### config.mk
export PLATFORM = sky130hd
export DESIGN_NAME = servo_drive_enable_sequencer_core
export DESIGN_NICKNAME = d
export VERILOG_FILES = /design/src/rtl/sdes_pkg.sv /design/src/rtl/sdes_regs.sv /design/src/rtl/sdes_seq.sv /design/src/rtl/servo_drive_enable_sequencer_core.sv
export VERILOG_INCLUDE_DIRS = /design/src /design/src/rtl
export SDC_FILE = /design/constraint.sdc
export NUM_CORES = 1
export LEC_CHECK = 0
export BUFFER_PORTS_ARGS = -buffer_cell sky130_fd_sc_hd__buf_2
export CAP_MARGIN = 20
export CORE_MARGIN = 5
export CORE_UTILIZATION = 57
export CTS_BUF_LIST = sky130_fd_sc_hd__clkbuf_2
export DETAILED_ROUTE_END_ITERATION = 8
export PLACE_DENSITY_LB_ADDON = 0.15
export SYNTH_ARGS = -nofsm -noshare
export SYNTH_HDL_FRONTEND = slang
export SYNTH_HIERARCHICAL = 1
export SYNTH_SLANG_ARGS = --single-unit
### constraint.sdc
create_clock -name clk -period 3 [get_ports clk]
set_input_delay 0.45 -clock clk [delete_from_list [all_inputs] [get_ports clk]]
set_output_delay 0.45 -clock clk [all_outputs]
set_load 0.02 [all_outputs]
### src/rtl/servo_drive_enable_sequencer_core_macros.svh
// Assertion macros used by the servo drive enable sequencer RTL.
`ifndef SERVO_DRIVE_ENABLE_SEQUENCER_CORE_MACROS_SVH
`define SERVO_DRIVE_ENABLE_SEQUENCER_CORE_MACROS_SVH

`ifndef ASSERT_OFF
// Checks an implication on every clock edge outside reset.
`define SDES_ASSERT_IMP(lbl, ante, cons) \
    lbl: assert property (@(posedge clk) disable iff (!rst_n) (ante) |-> (cons)) \
        else $error("sdes assertion failed");
// Checks a next-cycle implication on every clock edge outside reset.
`define SDES_ASSERT_NXT(lbl, ante, cons) \
    lbl: assert property (@(posedge clk) disable iff (!rst_n) (ante) |=> (cons)) \
        else $error("sdes assertion failed");
`else
`define SDES_ASSERT_IMP(lbl, ante, cons)
`define SDES_ASSERT_NXT(lbl, ante, cons)
`endif

`endif

### src/rtl/sdes_pkg.sv
package sdes_pkg;

    localparam logic [15:0] CTRL_SHUTDN      = 16'h0006;
    localparam logic [15:0] CTRL_SWITCHON    = 16'h0007;
    localparam logic [15:0] CTRL_ENABLE_OP   = 16'h000F;
    localparam logic [15:0] CTRL_FAULT_CLEAR = 16'h0080;

    localparam logic signed [7:0] MODE_MAX = 8'sd10;
    localparam logic signed [7:0] MODE_CSP = 8'sd8;
    localparam logic signed [7:0] MODE_CSV = 8'sd9;
    localparam logic signed [7:0] MODE_CST = 8'sd10;

    // Status word bit positions.
    localparam int STAT_READY    = 0;
    localparam int STAT_SWON     = 1;
    localparam int STAT_OPEN     = 2;
    localparam int STAT_FAULT    = 3;
    localparam int STAT_QSTOP    = 5;
    localparam int STAT_DISABLED = 6;

    typedef enum logic [2:0] {
        ST_START    = 3'd0,
        ST_UNDEF    = 3'd1,
        ST_DISABLED = 3'd2,
        ST_READY    = 3'd3,
        ST_SWON     = 3'd4,
        ST_ENABLED  = 3'd5,
        ST_QSTOP    = 3'd6,
        ST_FAULT    = 3'd7
    } drive_state_t;

    typedef enum logic [1:0] {
        CFG_AUTO_CLEAR_FAULT   = 2'd0,
        CFG_AUTO_TRANSITIONS   = 2'd1,
        CFG_MODE_REQUEST       = 2'd2,
        CFG_FAULT_RESET_SOURCE = 2'd3
    } cfg_idx_t;

    typedef struct packed {
        logic              auto_clear_fault;
        logic              auto_transitions;
        logic signed [7:0] mode_request;
        logic              fault_reset_source_enabled;
    } cfg_t;

    typedef struct packed {
        logic [15:0]       drive_status;
        logic signed [7:0] mode_display;
        logic              fault_reset_request;
        logic              bus_operational;
    } in_t;

    typedef struct packed {
        logic [15:0] ctrl_cmd;
        logic        ctrl_cmd_valid;
        logic [3:0]  mode_command;
        logic        mode_command_valid;
        logic        hold_position;
        logic        hold_velocity;
        logic        hold_torque;
        logic [2:0]  drive_state_out;
        logic        drive_ready;
    } out_t;

    function automatic drive_state_t decode_state(input logic [15:0] sw);
        drive_state_t st;
        if (sw[STAT_FAULT]) begin
            st = ST_FAULT;
        end else if (sw[STAT_DISABLED]) begin
            st = ST_DISABLED;
        end else if (sw[STAT_READY] && sw[STAT_SWON] && sw[STAT_OPEN]) begin
            st = sw[STAT_QSTOP] ? ST_ENABLED : ST_QSTOP;
        end else if (sw[STAT_READY] && sw[STAT_SWON]) begin
            st = ST_SWON;
        end else if (sw[STAT_READY]) begin
            st = ST_READY;
        end else begin
            st = ST_UNDEF;
        end
        return st;
    endfunction

endpackage

### src/rtl/sdes_regs.sv
module sdes_regs (
    input  logic             clk,
    input  logic             rst_n,
    input  logic             cfg_we,
    input  sdes_pkg::cfg_idx_t cfg_index,
    input  logic [7:0]       cfg_wdata,
    output sdes_pkg::cfg_t   cfg
);
    import sdes_pkg::*;

    cfg_t cfg_reg;
    cfg_t cfg_next;

    always_comb
    begin
        cfg_next = cfg_reg;
        if (cfg_we)
        begin
            case (cfg_index)
                CFG_AUTO_CLEAR_FAULT:   cfg_next.auto_clear_fault = cfg_wdata[0];
                CFG_AUTO_TRANSITIONS:   cfg_next.auto_transitions = cfg_wdata[0];
                CFG_MODE_REQUEST:       cfg_next.mode_request = $signed(cfg_wdata);
                CFG_FAULT_RESET_SOURCE: cfg_next.fault_reset_source_enabled = cfg_wdata[0];
                default:                cfg_next = cfg_reg;
            endcase
        end
    end

    always_ff @(posedge clk or negedge rst_n)
    begin
        if (!rst_n)
        begin
            cfg_reg.auto_clear_fault           <= 1'b0;
            cfg_reg.auto_transitions           <= 1'b0;
            cfg_reg.mode_request               <= -8'sd1;
            cfg_reg.fault_reset_source_enabled <= 1'b0;
        end
        else
        begin
            cfg_reg <= cfg_next;
        end
    end

    assign cfg = cfg_reg;

endmodule

### src/rtl/sdes_seq.sv
module sdes_seq (
    input  logic           clk,
    input  logic           rst_n,
    input  logic           step,
    input  sdes_pkg::cfg_t cfg,
    input  sdes_pkg::in_t  item,
    output sdes_pkg::out_t result
);
    import sdes_pkg::*;

    `include "servo_drive_enable_sequencer_core_macros.svh"

    // The stored state always equals the state left by the previous word, so it
    // also serves as the previous drive state for the ready flag.
    drive_state_t      drive_state_reg;
    drive_state_t      drive_state_next;
    logic [15:0]       previous_status_reg;
    logic signed [7:0] shown_mode_reg;
    logic              reset_request_seen_reg;
    logic              reset_request_seen_next;
    logic              reset_pending_reg;
    logic              reset_pending_next;

    logic              pending_mid;
    logic              enabled;
    logic              mode_ok;
    logic              status_changed;

    always_comb
    begin
        reset_request_seen_next = reset_request_seen_reg;
        pending_mid             = reset_pending_reg;

        // Rising edge on the host fault-reset request arms a one-shot reset.
        if (item.bus_operational && cfg.fault_reset_source_enabled)
        begin
            if (!item.fault_reset_request)
            begin
                reset_request_seen_next = 1'b0;
            end
            if (!reset_request_seen_next && item.fault_reset_request)
            begin
                reset_request_seen_next = 1'b1;
                pending_mid             = 1'b1;
            end
        end

        reset_pending_next    = pending_mid;
        result.ctrl_cmd_valid = item.bus_operational && cfg.auto_transitions;
        result.ctrl_cmd       = '0;
        if (result.ctrl_cmd_valid)
        begin
            case (drive_state_reg)
                ST_READY:
                    result.ctrl_cmd = CTRL_SWITCHON;
                ST_SWON, ST_ENABLED, ST_QSTOP:
                    result.ctrl_cmd = CTRL_ENABLE_OP;
                ST_FAULT:
                begin
                    if (cfg.auto_clear_fault || pending_mid)
                    begin
                        result.ctrl_cmd    = CTRL_FAULT_CLEAR;
                        reset_pending_next = 1'b0;
                    end
                    else
                    begin
                        result.ctrl_cmd = CTRL_SHUTDN;
                    end
                end
                default:
                    result.ctrl_cmd = CTRL_SHUTDN;
            endcase
        end

        mode_ok = !cfg.mode_request[7] && (cfg.mode_request <= MODE_MAX);
        result.mode_command       = mode_ok ? cfg.mode_request[3:0] : 4'd0;
        result.mode_command_valid = mode_ok;

        enabled = (drive_state_reg == ST_ENABLED);
        result.hold_position = !(enabled && (shown_mode_reg == MODE_CSP));
        result.hold_velocity = !(enabled && (shown_mode_reg == MODE_CSV));
        result.hold_torque   = !(enabled && (shown_mode_reg == MODE_CST));

        // The drive state is decoded again only when the status word changes.
        status_changed   = (item.drive_status != previous_status_reg);
        drive_state_next = status_changed ? decode_state(item.drive_status) : drive_state_reg;

        result.drive_state_out = drive_state_next;
        result.drive_ready     = (drive_state_next == ST_ENABLED) && enabled;
    end

    always_ff @(posedge clk or negedge rst_n)
    begin
        if (!rst_n)
        begin
            drive_state_reg        <= ST_START;
            previous_status_reg    <= '0;
            shown_mode_reg         <= '0;
            reset_request_seen_reg <= 1'b0;
            reset_pending_reg      <= 1'b0;
        end
        else if (step)
        begin
            drive_state_reg        <= drive_state_next;
            previous_status_reg    <= item.drive_status;
            shown_mode_reg         <= item.mode_display;
            reset_request_seen_reg <= reset_request_seen_next;
            reset_pending_reg      <= reset_pending_next;
        end
    end

    `SDES_ASSERT_NXT(a_pending_off_bus, step && !item.bus_operational, $stable(reset_pending_reg))
    `SDES_ASSERT_NXT(a_state_held_same_status, step && !status_changed, $stable(drive_state_reg))
    `SDES_ASSERT_NXT(a_clear_once, step && result.ctrl_cmd == CTRL_FAULT_CLEAR, !reset_pending_reg)
    `SDES_ASSERT_IMP(a_cmd_zero_idle, !result.ctrl_cmd_valid, result.ctrl_cmd == 16'd0)

endmodule

### src/rtl/servo_drive_enable_sequencer_core.sv
// Channel   Direction  Handshake              Payload
// -------   ---------  ---------------------  ----------------------------
// in        input      in_valid / in_ready    in_data  (sdes_pkg::in_t)
// out       output     out_valid / out_ready  out_data (sdes_pkg::out_t)
// cfg       input      cfg_we (no wait)       cfg_index, cfg_wdata
//
// One word can be accepted every cycle while the output is not stalled. A word waits in the
// input register and moves to the result register when the sequencer steps, and leaves from there.
// The drive state and edge-detect registers update as a word leaves the input register.
// While a result waits with out_ready low, both registers hold and in_ready drops once
// the input register is full. Reset clears the valid flags and the sequencer state, not the
// data registers, and loads the register defaults (mode request reads as -1).
module servo_drive_enable_sequencer_core (
    input  logic               clk,
    input  logic               rst_n,
    input  logic               in_valid,
    output logic               in_ready,
    input  sdes_pkg::in_t      in_data,
    output logic               out_valid,
    input  logic               out_ready,
    output sdes_pkg::out_t     out_data,
    input  logic               cfg_we,
    input  sdes_pkg::cfg_idx_t cfg_index,
    input  logic [7:0]         cfg_wdata
);
    import sdes_pkg::*;

    cfg_t cfg;
    out_t result;

    logic s1_valid_reg;
    logic s1_valid_next;
    in_t  s1_data_reg;
    logic out_valid_reg;
    logic out_valid_next;
    out_t out_data_reg;

    logic out_free;
    logic step;
    logic in_accept;

    sdes_regs u_regs (
        .clk       (clk),
        .rst_n     (rst_n),
        .cfg_we    (cfg_we),
        .cfg_index (cfg_index),
        .cfg_wdata (cfg_wdata),
        .cfg       (cfg)
    );

    sdes_seq u_seq (
        .clk    (clk),
        .rst_n  (rst_n),
        .step   (step),
        .cfg    (cfg),
        .item   (s1_data_reg),
        .result (result)
    );

    assign out_free  = !out_valid_reg || out_ready;
    assign step      = s1_valid_reg && out_free;
    assign in_ready  = !s1_valid_reg || out_free;
    assign in_accept = in_valid && in_ready;

    always_comb
    begin
        s1_valid_next = s1_valid_reg;
        if (in_accept)
        begin
            s1_valid_next = 1'b1;
        end
        else if (step)
        begin
            s1_valid_next = 1'b0;
        end

        out_valid_next = out_valid_reg;
        if (step)
        begin
            out_valid_next = 1'b1;
        end
        else if (out_ready)
        begin
            out_valid_next = 1'b0;
        end
    end

    always_ff @(posedge clk or negedge rst_n)
    begin
        if (!rst_n)
        begin
            s1_valid_reg  <= 1'b0;
            out_valid_reg <= 1'b0;
        end
        else
        begin
            s1_valid_reg  <= s1_valid_next;
            out_valid_reg <= out_valid_next;
        end
    end

    always_ff @(posedge clk)
    begin
        if (in_accept)
        begin
            s1_data_reg <= in_data;
        end
        if (step)
        begin
            out_data_reg <= result;
        end
    end

    assign out_valid = out_valid_reg;
    assign out_data  = out_data_reg;

endmodule

-- After elaboration in Yosys (flattened, before gate mapping)
Cells that the tools add are included.
- register bits after elaboration: 97
- bits of input ports: 41
- output and inout port bits: 31
- $lt $le $gt $ge: 1
- equal/unequal tests: 13
- multiplexer cells: 21
- reduce and logical (&&, ||, !) cells: 31
- operators with widths (cell ; count):
    one-hot mux 16 bit (3 select lines) ; 1
    == test 8 x 5 -> 1 bit, second input constant ; 3
    != test 16 bit ; 1
    == test 3 bit, second input constant ; 5
    2-to-1 mux 3 bit ; 5
    logical AND 1 bit ; 12
    2-to-1 mux 1 bit ; 12
    AND reduction 2 bit ; 5
    <= comparator 8 x 5 -> 1 bit, second input constant ; 1
    2-to-1 mux 8 bit ; 1
    zero test 1 bit ; 7
    == test 2 bit, second input constant ; 2
    2-to-1 mux 2 bit ; 2
    nonzero test 2 bit ; 2
    == test 3 x 2 -> 1 bit, second input constant ; 1
    logical OR 1 bit ; 3
    OR reduction 3 bit ; 1
    == test 2 x 1 -> 1 bit, second input constant ; 1
    zero test 2 bit ; 1

-- Logic depth before layout (Yosys ltp)
- depth after elaboration: 10
- depth in mapped cells: 6
- mapped depth without buffers: 5

-- Cells and area by module
The synthesis kept the hierarchy.
- by module, submodules not included (module ; times used ; cells each ; area each (µm²) ; seq. area each (µm²)):
    servo_drive_enable_sequencer_core ; 1 ; 63 ; 1755.4 ; 1701.6
    sdes_seq ; 1 ; 139 ; 1622.8 ; 725.7
    sdes_regs ; 1 ; 26 ; 449.2 ; 285.3

-- Least setup slack after synthesis
OpenSTA, ideal clock, no wires.
- kind: flip-flop to flip-flop
- start point: register out_valid_reg, in the netlist out_valid
- end point: register u_seq.previous_status_reg[10]
- arrival time: 2.330 ns
- data required time: 2.875 ns
- path slack: 0.545 ns
- cell stages (with the launch flop): 6
- buffers on the path: 2
- period minus slack after synthesis: 2.455 ns
- path through: dfrtp_1 -> nand2b_1 -> and2_1 -> clkbuf_1 -> buf_2 -> mux2_2
- cells in the longest elaborated chain, start to end: 3
- ends and longest elaborated chain (item ; RTL line ; text):
    start: declaration ; servo_drive_enable_sequencer_core.sv:34 ; logic out_valid_reg;
    start signal: assignment ; servo_drive_enable_sequencer_core.sv:98 ; out_valid_reg <= out_valid_next;
    zero test 1 bit ; servo_drive_enable_sequencer_core.sv:60 ; assign out_free = !out_valid_reg || out_ready;
    logical OR 1 bit ; servo_drive_enable_sequencer_core.sv:60 ;
    logical AND 1 bit ; servo_drive_enable_sequencer_core.sv:61 ; assign step = s1_valid_reg && out_free;
    end signal: assignment ; sdes_seq.sv:105 ; previous_status_reg <= item.drive_status;
    end: declaration ; sdes_seq.sv:17 ; logic [15:0] previous_status_reg;
No other way between the ends.
A chain may end at the register's enable or synchronous reset.

==> flow_metrics.py <==
metrics = {
    "worst_setup_path": {
        "reg2reg_depth": 4,
        "worstPathRequired_ps": 3300,
        "r2r_slack_ps": 1010,
        "crit_fanout": 5,
        "criticalPathCategory": "reg2reg",
        "arrival_ps": 2290,
        "crit_path_end_kind": "flip-flop",
        "crit_path_start_kind": "flip-flop",
        "r2r-end": "out_data[2]",
        "crit-reg2reg-launch": "s1_data_reg[10]",
    },
    "layout": {
        "largest_reg_flops": 29,
        "diodes": 0,
        "nets": 347,
        "drive_gt1_frac": 0.463,
        "fillCellCount": 471,
        "area_growth_pct": 13.7,
    },
    "pwr": {
        "power_density_mw_per_mm2": 625,
        "internal_power_mw": 2.05,
        "p_comb_frac": 0.137,
        "seqPwrFrac": 0.621,
        "p_sw_frac": 0.245,
        "power_leakage_nw": 1.79,
        "clock_power_share": 0.242,
        "vdd_drop_max_mv": 0.325,
        "p_switching_mw": 0.666,
    },
    "logic_synthesis": {
        "syn-cell-area_mm2": 0.00383,
        "synth_ff_type": "edfxtp_1",
        "synth_cells": 228,
        "synth_cell_types": 38,
        "synth_seq_cells": 97,
        "syn_avg_cell_area_um2": 16.8,
        "yosysSeqAreaShare": 0.709,
        "synthArstFlopShare": 0.433,
        "yosys_warnings": 6,
        "synth_edf_count": 55,
    },
    "routing": {
        "wire_per_inst_um": 14.5,
        "vias_per_cell": 5.09,
        "drc": 0,
        "drtIter0Drc": 80,
        "dr.pass1.iters": 3,
        "routed_wl_um": 5640,
        "ant_nets": 0,
        "vias": 1974,
    },
    "run": {
        "cap_violations": 0,
    },
    "global_routing": {
        "antenna_found_initial": 0,
        "grt_use_total": 0.145,
        "grt_pass1_vias": 2061,
        "grt_pass1_wl_um": 9520,
        "grt_max_degree": 43,
        "overflow": 0,
    },
    "placement": {
        "place_congestion": 0.727,
        "io_buffers": 71,
        "place_hpwl_um": 4070,
        "dpl_worst_slack_ps": 1050,
    },
    "die": {
        "die_h_um": 91.9,
        "ioPinCount": 72,
        "row_count": 29,
        "initial_core_util": 0.593,
        "placeableCoreArea_mm2": 0.00646,
        "die_area_mm2": 0.00845,
        "fp.dieW_um": 91.9,
    },
    "worst_hold_path": {
        "hold_path.class": "in2async",
    },
    "sta": {
        "final-max-slew-violation-count": 0,
        "final.setup.tns_ps": 0,
        "worst_slack_ps": 1010,
        "rsz0062_at_grt": "false",
        "final-hold-violation-count": 0,
        "clock.fmax_ghz": 0.502,
        "fin_crit_ps": 1990,
        "setup_viol": 0,
        "tightest_slew_ps": 940,
        "holdWs_ps": 37.9,
        "period_share": 0.664,
        "finClkSkew_ps": 27.1,
        "relSlewSlack": 0.373,
    },
    "status": {
        "status": "finished, final reports clean",
    },
    "clock_network": {
        "cts.sinks": 97,
        "cts-root-buf": "clkbuf_2",
        "numCtsBuffers": 9,
        "cts_tree": "built",
        "clk_pin_slew_worst_paths_ps": 220,
        "cts_setup_buffers": 0,
        "cts-resized-gates": 0,
        "clk_latency_ps": 520,
        "h-tree-depth": 3,
        "postCtsHoldBufs": 0,
        "clock_path_buffers": 2,
    },
}
cells in the mapped netlist, types with 3 or more instances:
master / instances / area share
nand2_1: 4 / 0.0039
a21oi_1: 3 / 0.0039
inv_1: 4 / 0.0039
xor2_1: 16 / 0.037
dfstp_2: 8 / 0.055
nor4_1: 5 / 0.0082
edfxtp_1: 55 / 0.43
and2_1: 7 / 0.011
mux2_2: 42 / 0.12
nand2b_1: 3 / 0.0049
o21ai_0: 3 / 0.0039
nor2_1: 3 / 0.0029
dfrtp_1: 34 / 0.22
buf_4: 13 / 0.025
how the worst max path moves through the flow:
stage                          startpoint                            end  cells past startpoint
after floorplan                 out_valid  u_seq/previous_status_reg[10]                      5
after global placement    s1_data_reg[10]                    out_data[2]                      4
after detailed placement  s1_data_reg[10]                    out_data[3]                      4
after CTS                 s1_data_reg[10]                    out_data[3]                      4
after global routing      s1_data_reg[10]                    out_data[1]                      4
final                     s1_data_reg[10]                    out_data[2]                      4
layout by cell type, fill, tap and decap left out, types with 3 or more instances in the layout:
| cell | synthesis | layout |
|---|---|---|
| buf_2 | 2 | 71 |
| inv_1 | 4 | 4 |
| nand2b_1 | 3 | 3 |
| nor4_1 | 5 | 5 |
| dfstp_2 | 8 | 8 |
| conb_1 | 1 | 11 |
| xor2_1 | 16 | 16 |
| nor2_1 | 3 | 3 |
| o21ai_0 | 3 | 3 |
| edfxtp_1 | 55 | 55 |
| a21oi_1 | 3 | 3 |
| nand2_1 | 4 | 4 |
| mux2_2 | 42 | 42 |
| dfrtp_1 | 34 | 34 |
| clkbuf_2 | 0 | 9 |
| and2_1 | 7 | 6 |
layer usage:
layer  routed length, um  global-route usage  up-vias  share of wire
met4                 127              0.0755        0          0.023
met5                   0                   0        -              0
li1                    -                   -      971              -
met2                2750               0.225       51           0.49
met3                 348              0.0426       10          0.062
met1                2420               0.186      942           0.43
layout make-up:
cell class              instances  area (um2)  area share
flip-flops and latches         97        2710       0.623
multi-input cells             121        1030       0.236
repair buffers                 73         370      0.0851
well taps                      77        96.3      0.0221
clock inverters                 7        85.1      0.0196
clock buffers                   9        45.0      0.0104
inverters                       4        15.0     0.00345
cells by family after synthesis:
family / share of synthesized area
mux: 0.124
xor+xnor: 0.0389
flops: 0.709
compound gates: 0.0275
other cells: 0.000980
simple gates: 0.0673
buf+inv: 0.0330
per-stage QoR:
step | util | std cells | total power [mW] | instance area, um2
2_1_floorplan | - | 238 | 1.98 | 3860
3_3_place_gp | 0.654 | 372 | 2.08 | 4220
3_5_place_dp | 0.654 | 372 | 2.10 | 4220
4_1_cts | 0.674 | 388 | 2.76 | 4350
5_1_grt | 0.674 | 388 | 2.87 | 4350
6_report | 0.674 | 388 | 2.72 | 4350
power groups by stage:
| stage | logic, mW | registers, mW | clock network, mW |
|---|---|---|---|
| floorplan | 0.241 | 1.74 | 0 |
| global placement | 0.368 | 1.71 | 0 |
| detailed placement | 0.379 | 1.72 | 0 |
| CTS | 0.379 | 1.69 | 0.687 |
| global route | 0.413 | 1.71 | 0.745 |
| finish | 0.372 | 1.69 | 0.658 |
critical path, stage by stage (launching register included):
cell	delay, ps
edfxtp_1	520
xor2_1	200
nor4_1	460
nand4_1	270
mux2_2	330
(Power assumes the default switching activity.)
